File: config.mk
export PLATFORM = sky130hd
export DESIGN_NAME = ertm_cordic
export DESIGN_NICKNAME = d
export VERILOG_FILES = /design/src/design/ertm_pkg.sv /design/src/design/ertm_cordic.sv
export SDC_FILE = /design/constraint.sdc
export NUM_CORES = 2
export LEC_CHECK = 0
export BUFFER_PORTS_ARGS = -buffer_cell sky130_fd_sc_hd__buf_2
export CORE_MARGIN = 4
export CORE_UTILIZATION = 65
export CTS_CLUSTER_DIAMETER = 100
export CTS_CLUSTER_SIZE = 16
export DETAILED_ROUTE_END_ITERATION = 16
export GPL_TIMING_DRIVEN = 0
export PLACE_DENSITY = 0.84
export SYNTH_ARGS = -nofsm -noshare
export SYNTH_HDL_FRONTEND = slang
export SYNTH_SLANG_ARGS = --single-unit
File: constraint.sdc
create_clock -name clock -period 5.75 [get_ports clock]
set_input_delay 0.8625 -clock clock [delete_from_list [all_inputs] [get_ports clock]]
set_output_delay 0.8625 -clock clock [all_outputs]
set_load 0.01 [all_outputs]
File: src/design/ertm_pkg.sv
// ----------------------------------------------------------------------------
// ertm_pkg
// shared constants, types and the cordic arctangent table for the euler unit
// ----------------------------------------------------------------------------
package ertm_pkg;

   localparam int ANGLE_BITS        = 16;
   localparam int OUT_FRACTION_BITS = 14;
   localparam int CORDIC_STAGES     = 16;

   // iterations actually built (table lists 31 entries, zero beyond)
   localparam int CORDIC_N    = (CORDIC_STAGES > 32) ? 32 : CORDIC_STAGES;
   localparam int FIELD_W     = 16;
   localparam int WORK_FRAC   = 30;
   localparam int VAL_W       = 34;
   localparam int PROD_W      = 2 * VAL_W;
   localparam int CORDIC_PIPE = CORDIC_N + 2;
   localparam int PROD_STAGES = 5;
   localparam int NUM_STAGES  = CORDIC_PIPE + PROD_STAGES;
   localparam int NUM_ELEM    = 9;

   typedef logic signed [VAL_W-1:0]  val_type;
   typedef logic signed [PROD_W-1:0] prod_type;
   typedef logic [FIELD_W-1:0]       field_type;

   typedef struct packed {
      val_type s;
      val_type c;
   } sincos_type;

   localparam val_type CORDIC_GAIN  = 34'sd652032874;
   localparam val_type QUARTER_TURN = 34'sd1073741824;
   localparam val_type HALF_TURN    = 34'sd2147483648;

   // atan(2^-i) in units of 2^-32 turn
   function automatic val_type atan_of(input int idx);
      val_type t;
      case (idx)
         0:  t = 34'sd536870912;
         1:  t = 34'sd316933406;
         2:  t = 34'sd167458907;
         3:  t = 34'sd85004756;
         4:  t = 34'sd42667331;
         5:  t = 34'sd21354465;
         6:  t = 34'sd10679838;
         7:  t = 34'sd5340245;
         8:  t = 34'sd2670163;
         9:  t = 34'sd1335087;
         10: t = 34'sd667544;
         11: t = 34'sd333772;
         12: t = 34'sd166886;
         13: t = 34'sd83443;
         14: t = 34'sd41722;
         15: t = 34'sd20861;
         16: t = 34'sd10430;
         17: t = 34'sd5215;
         18: t = 34'sd2608;
         19: t = 34'sd1304;
         20: t = 34'sd652;
         21: t = 34'sd326;
         22: t = 34'sd163;
         23: t = 34'sd81;
         24: t = 34'sd41;
         25: t = 34'sd20;
         26: t = 34'sd10;
         27: t = 34'sd5;
         28: t = 34'sd3;
         29: t = 34'sd1;
         30: t = 34'sd1;
         default: t = 34'sd0;
      endcase
      return t;
   endfunction

endpackage

File: src/design/ertm_cordic.sv
// ----------------------------------------------------------------------------
// ertm_cordic
// pipelined rotation-mode cordic: quadrant fold, one stage per iteration, unfold
// ----------------------------------------------------------------------------
module ertm_cordic
   import ertm_pkg::*;
(
   input  logic                   clock,
   input  logic [CORDIC_PIPE-1:0] stage_en,
   input  field_type              angle,
   output sincos_type             result
);

   val_type    x_ff    [CORDIC_N+1];
   val_type    y_ff    [CORDIC_N+1];
   val_type    z_ff    [CORDIC_N+1];
   logic       flip_ff [CORDIC_N+1];
   sincos_type res_ff;

   logic [31:0] ext;
   logic [31:0] a32;
   val_type     z_in;
   logic        flip_in;

   // fold into [-90, +90] degrees, remember to negate at the end
   always_comb begin
      ext     = 32'(angle);
      a32     = ext << (32 - ANGLE_BITS);
      z_in    = {{(VAL_W-32){a32[31]}}, a32};
      flip_in = 1'b0;
      if (z_in > QUARTER_TURN || z_in < -QUARTER_TURN) begin
         flip_in = 1'b1;
         z_in    = (z_in > 0) ? z_in - HALF_TURN : z_in + HALF_TURN;
      end
   end

   always_ff @(posedge clock) begin
      if (stage_en[0]) begin
         x_ff[0]    <= CORDIC_GAIN;
         y_ff[0]    <= '0;
         z_ff[0]    <= z_in;
         flip_ff[0] <= flip_in;
      end
   end

   for (genvar i = 0; i < CORDIC_N; i++) begin : g_iter
      always_ff @(posedge clock) begin
         if (stage_en[i+1]) begin
            flip_ff[i+1] <= flip_ff[i];
            if (z_ff[i] >= 0) begin
               x_ff[i+1] <= x_ff[i] - (y_ff[i] >>> i);
               y_ff[i+1] <= y_ff[i] + (x_ff[i] >>> i);
               z_ff[i+1] <= z_ff[i] - atan_of(i);
            end else begin
               x_ff[i+1] <= x_ff[i] + (y_ff[i] >>> i);
               y_ff[i+1] <= y_ff[i] - (x_ff[i] >>> i);
               z_ff[i+1] <= z_ff[i] + atan_of(i);
            end
         end
      end
   end

   always_ff @(posedge clock) begin
      if (stage_en[CORDIC_N+1]) begin
         res_ff.s <= flip_ff[CORDIC_N] ? -y_ff[CORDIC_N] : y_ff[CORDIC_N];
         res_ff.c <= flip_ff[CORDIC_N] ? -x_ff[CORDIC_N] : x_ff[CORDIC_N];
      end
   end

   assign result = res_ff;

endmodule

; ---- Yosys cells after proc, flatten, opt, wreduce, memory -nomap -nowiden
; Memory sizes are Yosys's and may differ from the RTL's.
; Cells that the tools add are included.
; W data, S select, Z words.
[word_totals]
word_cells = 356
ramBits = 1751
input_bits = 35
output_inout_bits = 68
mem_count = 4
ff_bits = 68
[classes]
n_addsub = 99
n_bitwise = 48
n_lt_le_gt_ge = 19
mux = 183
reduce_logical = 1
[memory_table]
columns = memory, depth, width, read_ports, rd_ports_with_merged_regs, write_ports, line
row1 = x_ff, 17, 34, 17, 0, 17, ertm_cordic.sv:14  ; val_type x_ff [CORDIC_N+1];
row2 = y_ff, 17, 34, 17, 0, 17, ertm_cordic.sv:15  ; val_type y_ff [CORDIC_N+1];
row3 = z_ff, 17, 34, 16, 0, 17, ertm_cordic.sv:16  ; val_type z_ff [CORDIC_N+1];
row4 = flip_ff, 17, 1, 17, 0, 17, ertm_cordic.sv:17  ; logic flip_ff [CORDIC_N+1];
[op_table]
columns = op, n
row1 = $mux W34, 52
row2 = $ge A34 B1 Y1 const B, 16
row3 = $mux W1, 131
row4 = $add A34 B19 Y34, 2
row5 = $add A34 B20 Y34, 2
row6 = $add A34 B21 Y34, 2
row7 = $add A34 B22 Y34, 2
row8 = $add A34 B23 Y34, 2
row9 = $add A34 B24 Y34, 2
row10 = $add A34 B25 Y34, 2
row11 = $add A34 B26 Y34, 2
row12 = $add A34 B27 Y34, 2
row13 = $add A34 B28 Y34, 2
row14 = $add A34 B29 Y34, 2
row15 = $add A34 B30 Y34, 2
row16 = $add A34 B31 Y34, 2
row17 = $add A34 B32 Y34, 2
row18 = $add A34 B33 Y34, 2
row19 = $neg A34 Y34, 2
row20 = $sub A34 B19 Y34, 2
row21 = $sub A34 B20 Y34, 2
row22 = $sub A34 B21 Y34, 2
row23 = $sub A34 B22 Y34, 2
row24 = $sub A34 B23 Y34, 2
row25 = other kinds (51), 109

; ---- Logic depth before layout (Yosys ltp)
; An unclocked memory read counts as a cell.
[logic_depth]
ltp_word = 6
ltp_mapped = 21
ltp_nobuf = 21

; ---- Least setup slack after synthesis
; OpenSTA, ideal clock, no wires.
[synth_path]
path_type = in2reg
start = input port stage_en[10]
end = memory y_ff[10][33] (netlist bit), data pin
arrival_time_ps = 5122
path_stages = 17
slack_ps = 368
path_buffers = 2
setup_ps = 260
cell_sequence = nand2_1 -> clkinv_1 -> clkbuf_1 -> clkbuf_1 -> mux2i_1 -> ha_1 -> nor2b_1 -> o31a_1 -> o41a_1 -> or3_1 -> a311o_1 -> a221o_1 -> a41oi_1 -> a211oi_1 -> a221o_1 -> a21oi_1 -> xnor2_1
[synth_rtl]
columns = element, line
row1 = "start, declared", ertm_cordic.sv:9  ; input logic [CORDIC_PIPE-1:0] stage_en,
row2 = "end, declared", ertm_cordic.sv:15

==> impl_summary.txt <==
----------------------------------------------------
[Synth]
  Sequential element share of the synthesized area ... 36.9%
  Synthesized area divided by synthesized cell count ... 9.79 um2
  Post-synthesis cell count ... 12723
  Library cell occupying the most area in the post-synthesis netlist ... sky130_fd_sc_hd__edfxtp_1
  Post-synthesis instance area ... 125000 um2
  Total number of yosys warnings ... 0
  Async SR Flop Fraction ... 0%
  Synthesized Nets ... 14180
  Number of distinct library cells after synthesis ... 102
  Number of enable-type register cells in the synthesized netlist ... 1531
  Most common flop cell mapped by yosys ... sky130_fd_sc_hd__edfxtp_1
  Cell types with the largest area share after synthesis ... sky130_fd_sc_hd__edfxtp_1 (37%), sky130_fd_sc_hd__ha_1 (14%), sky130_fd_sc_hd__xnor2_1 (8.8%)
  Number of storage elements in the synthesis netlist ... 1531
  Area share of the leading cell type in the synthesized netlist ... 36.9%

[Clocking]
  Post-CTS setup buffers ... 0
  Clock root buffer ... sky130_fd_sc_hd__clkbuf_16
  Number of buffers inserted during clock tree synthesis ... 109
  Number of levels in the clock H-tree ... 3
  Clock tree from TritonCTS ... built
  Worst-case clock buffer depth ... 3
  Worst-skew pair later-pin latency ... 0.79 ns
  Hold buffer count at CTS ... 0
  Sink count of the clock tree ... 1531
  CTS clk-pin slew, worst paths ... 0.07 ns

[Setup path]
  Largest incremental delay on the critical path ... 0.55 ns
  Bufs and invs on worst path ... 3
  Startpoint of the worst register-to-register path ... z_ff[9][33]
  Largest delay share family, worst path ... compound AO/OA/AOI/OAI gates
  Required time of the worst setup path ... 6.28 ns
  Crit. End Element ... flop
  Crit Reg-Reg Endpoint ... x_ff[10][31]
  Cell with the most instances on the worst path ... sky130_fd_sc_hd__a21o_1
  Setup slack of the most critical reg-to-reg path ... 0.15 ns
  Critical path fanouts, max ... 16
  Series of cell instances along the critical path ... nand2_2 > clkinv_1 > clkbuf_1 > nor2_1 > xor2_1 > ha_1 > clkbuf_1 > a21o_1 > a211o_1 > a41o_1 > a21oi_1 > o21bai_1 > a211oi_1 > o21ai_0 > a21o_1 > a21o_1 > a21oi_1 > o32ai_1
  Classification of the worst setup path ... reg -> reg
  Cell with the largest stage delay on the worst path ... sky130_fd_sc_hd__clkinv_1
  Count of cells along the worst register-to-register path ... 18
  Data arrival at the endpoint of the critical path ... 6.13 ns
  Startpoint types ... flop

[Final layout]
  Final Net Count ... 14402
  Post-Layout Inst Area ... 132000 um2
  Syn-to-layout area delta ... 5.83%
  Number of antenna repair diodes ... 0
  Share of post-route cells with drive strength above 1 ... 3.58%

[Timing]
  Final hold violation count ... 0
  Worst-margin pin slew ... 1.19 ns
  Shortest clock period the worst path allows after layout ... 5.60 ns
  Unrepaired setup endpoints after global routing ... no
  Max-slew violations ... 0
  Setup Skew ... 0.0347 ns
  Achievable clock frequency ... 179 MHz
  Final Setup Violations ... 0
  Slew HR ... 20.6%
  Min setup slack post-route ... 0.154 ns
  Final clock period utilization by the worst path ... 97.3%

[Outcome]
  Status ... complete, no violations

[Floorplanning]
  Core outline area ... 190000 um2
  I/O pin count ... 103
  Num rows ... 160
  Y dimension of the die ... 446 um
  Starting utilization of the core area ... 65.4%
  DIE WIDTH ... 446 um
  DIE AREA ... 199000 um2

[Drt]
  Mean number of vias per cell ... 6.42
  Total wire length ... 331000 um
  Routed len/inst ... 21.4 um
  First-pass DRT Iterations ... 7
  Initial detailed-routing violation count ... 8209
  Number of nets with antenna violations after routing ... 0
  DRC violations left ... 0
  Vias after detailed routing ... 99401

[Min path]
  HP Class ... in -> reg
  Hold Crit Start ... angle[7]
  Endpoint of the worst hold-timing path ... z_ff[0][23]
  Depth of the worst hold-timing path ... 1

[Global routing]
  Maximum number of pins on one net before global-route repair ... 75
  GRT Residual Overflow ... 0
  Number of global-route vias before repair ... 96340
  Number of antenna violations at the first check in global routing ... 4
  Wire length of the first global-routing pass ... 518000 um
  Global Route Usage Sum ... 32.4%

[Placement]
  Cell area after placement ... 129000 um2
  Pre-CTS WS ... -1.38 ns
  Routability-driven placement congestion ratio ... 0.978
  Detailed Place HPWL ... 264000 um
  Buffers added on ports ... 102

[Run]
  Max Cap Violations ... 0

----------------------------------------------------
[cells in the final DEF (no fill, tap or decap), drive strengths merged, types with 50 or more instances in the layout]
cell	synthesis	routed
a211oi	131	131
a21o	676	676
a21oi	1301	1301
a31oi	110	110
and2	59	59
and3	93	93
buf	17	134
clkbuf	173	278
edfxtp	1531	1531
ha	1380	1380
inv	482	488
mux2i	50	50
nand2	734	734
nand2b	201	201
nand3	201	201
nand4	85	85
nor2	964	964
nor2b	178	178
nor3	299	299
nor4	86	86
o21a	219	219
o21ai	688	688
o21bai	148	148
o31ai	134	134
o41ai	62	62
or3	94	94
xnor2	1255	1255
xor2	650	650
[flip-flops by register name (all words and copies together), names as in the netlist]
signal / cells
flip_ff: 17
result: 68
x_ff: 484
y_ff: 511
z_ff: 451
[metrics by stage]
stage          utilization, %  hold slack [ns]  TNS [ns]  std cells
2_1_floorplan               -            0.400         0      12723
3_3_place_gp             67.4            0.401   -296.93      15336
3_5_place_dp             67.6            0.405    -85.49      15350
4_1_cts                  69.2            0.194         0      15477
5_1_grt                  69.2            0.215         0      15473
6_report                 69.2            0.263         0      15473
[cell families after synthesis]
logic type	after synthesis	synth area share [%]
compound gates	3901	19.9
simple gates	3190	12.4
flops	1531	36.9
fa+ha+maj	1422	14.5
mux	95	0.809
xor+xnor	1905	13.4
buf+inv	679	2.05
[metal layers]
metal / global-route usage (%) / vias to the layer above / part of all wire [%]
met3: 3.82 / 773 / 6.0
met4: 14.2 / 2 / 4.9
li1: - / 47741 / -
met1: 41.1 / 47442 / 41
met2: 55.8 / 3443 / 48
met5: 0 / - / 0.0039
[how the worst max path moves through the flow]
stage	start	to	slack, ns	cells after the start
CTS	z_ff[7][33]	x_ff[8][32]	0.008	15
global route	x_ff[12][12]	y_ff[13][33]	0.01	18
detailed placement	stage_en[8]	x_ff[8][32]	-1.38	16
floorplan	stage_en[10]	y_ff[10][33]	0.37	17
global placement	stage_en[5]	y_ff[5][33]	-2.39	17
finish	z_ff[9][33]	x_ff[10][31]	0.15	18
[cells in the mapped netlist (85+ instances only)]
library cell and count:
sky130_fd_sc_hd__nand4_1 85, sky130_fd_sc_hd__xnor2_1 1255, sky130_fd_sc_hd__nor3_1 299, sky130_fd_sc_hd__ha_1 1380, sky130_fd_sc_hd__edfxtp_1 1531, sky130_fd_sc_hd__a31oi_1 110, sky130_fd_sc_hd__o21a_1 219, sky130_fd_sc_hd__a21o_1 676
sky130_fd_sc_hd__nand2_1 733, sky130_fd_sc_hd__o21bai_1 147, sky130_fd_sc_hd__o21ai_0 661, sky130_fd_sc_hd__inv_1 480, sky130_fd_sc_hd__nor2_1 963, sky130_fd_sc_hd__a211oi_1 131, sky130_fd_sc_hd__o31ai_1 134, sky130_fd_sc_hd__a21oi_1 1301
sky130_fd_sc_hd__nand2b_1 201, sky130_fd_sc_hd__and3_1 92, sky130_fd_sc_hd__xor2_1 650, sky130_fd_sc_hd__nor2b_1 177, sky130_fd_sc_hd__nand3_1 200, sky130_fd_sc_hd__or3_1 93, sky130_fd_sc_hd__clkbuf_1 173
[worst reg2reg max path: cells and delay by family (launching register included)]
kind,cells,cell delay (ns)
AOI/OAI and AO/OA,11,2.48
buffers and inverters,3,1.13
and+or+nand+nor,2,0.58
xor gates and xnor gates,1,0.42
DFF,1,0.41
adders and majority gates,1,0.32
[area by class of cell]
cell class | count | area [um2]
multi-input combinational | 10513 | 76200
clock inverter | 17 | 262
buffer | 185 | 817
tap | 2511 | 3140
inverter | 489 | 1840
clock buffer | 111 | 2760
timing repair buffer | 116 | 883
fill | 14550 | 58500
sequential | 1531 | 46000
[what timing repair did]
action | 4_1_cts | 5_1_grt
gates resized for setup | 17 | 39
pin swaps | 0 | 0
cloned | 0 | 0
endpoints found under the setup margin | 52 | 53
Power is not shown: default switching activity piles up to over one toggle a cycle in this logic, so the estimate is an artifact.
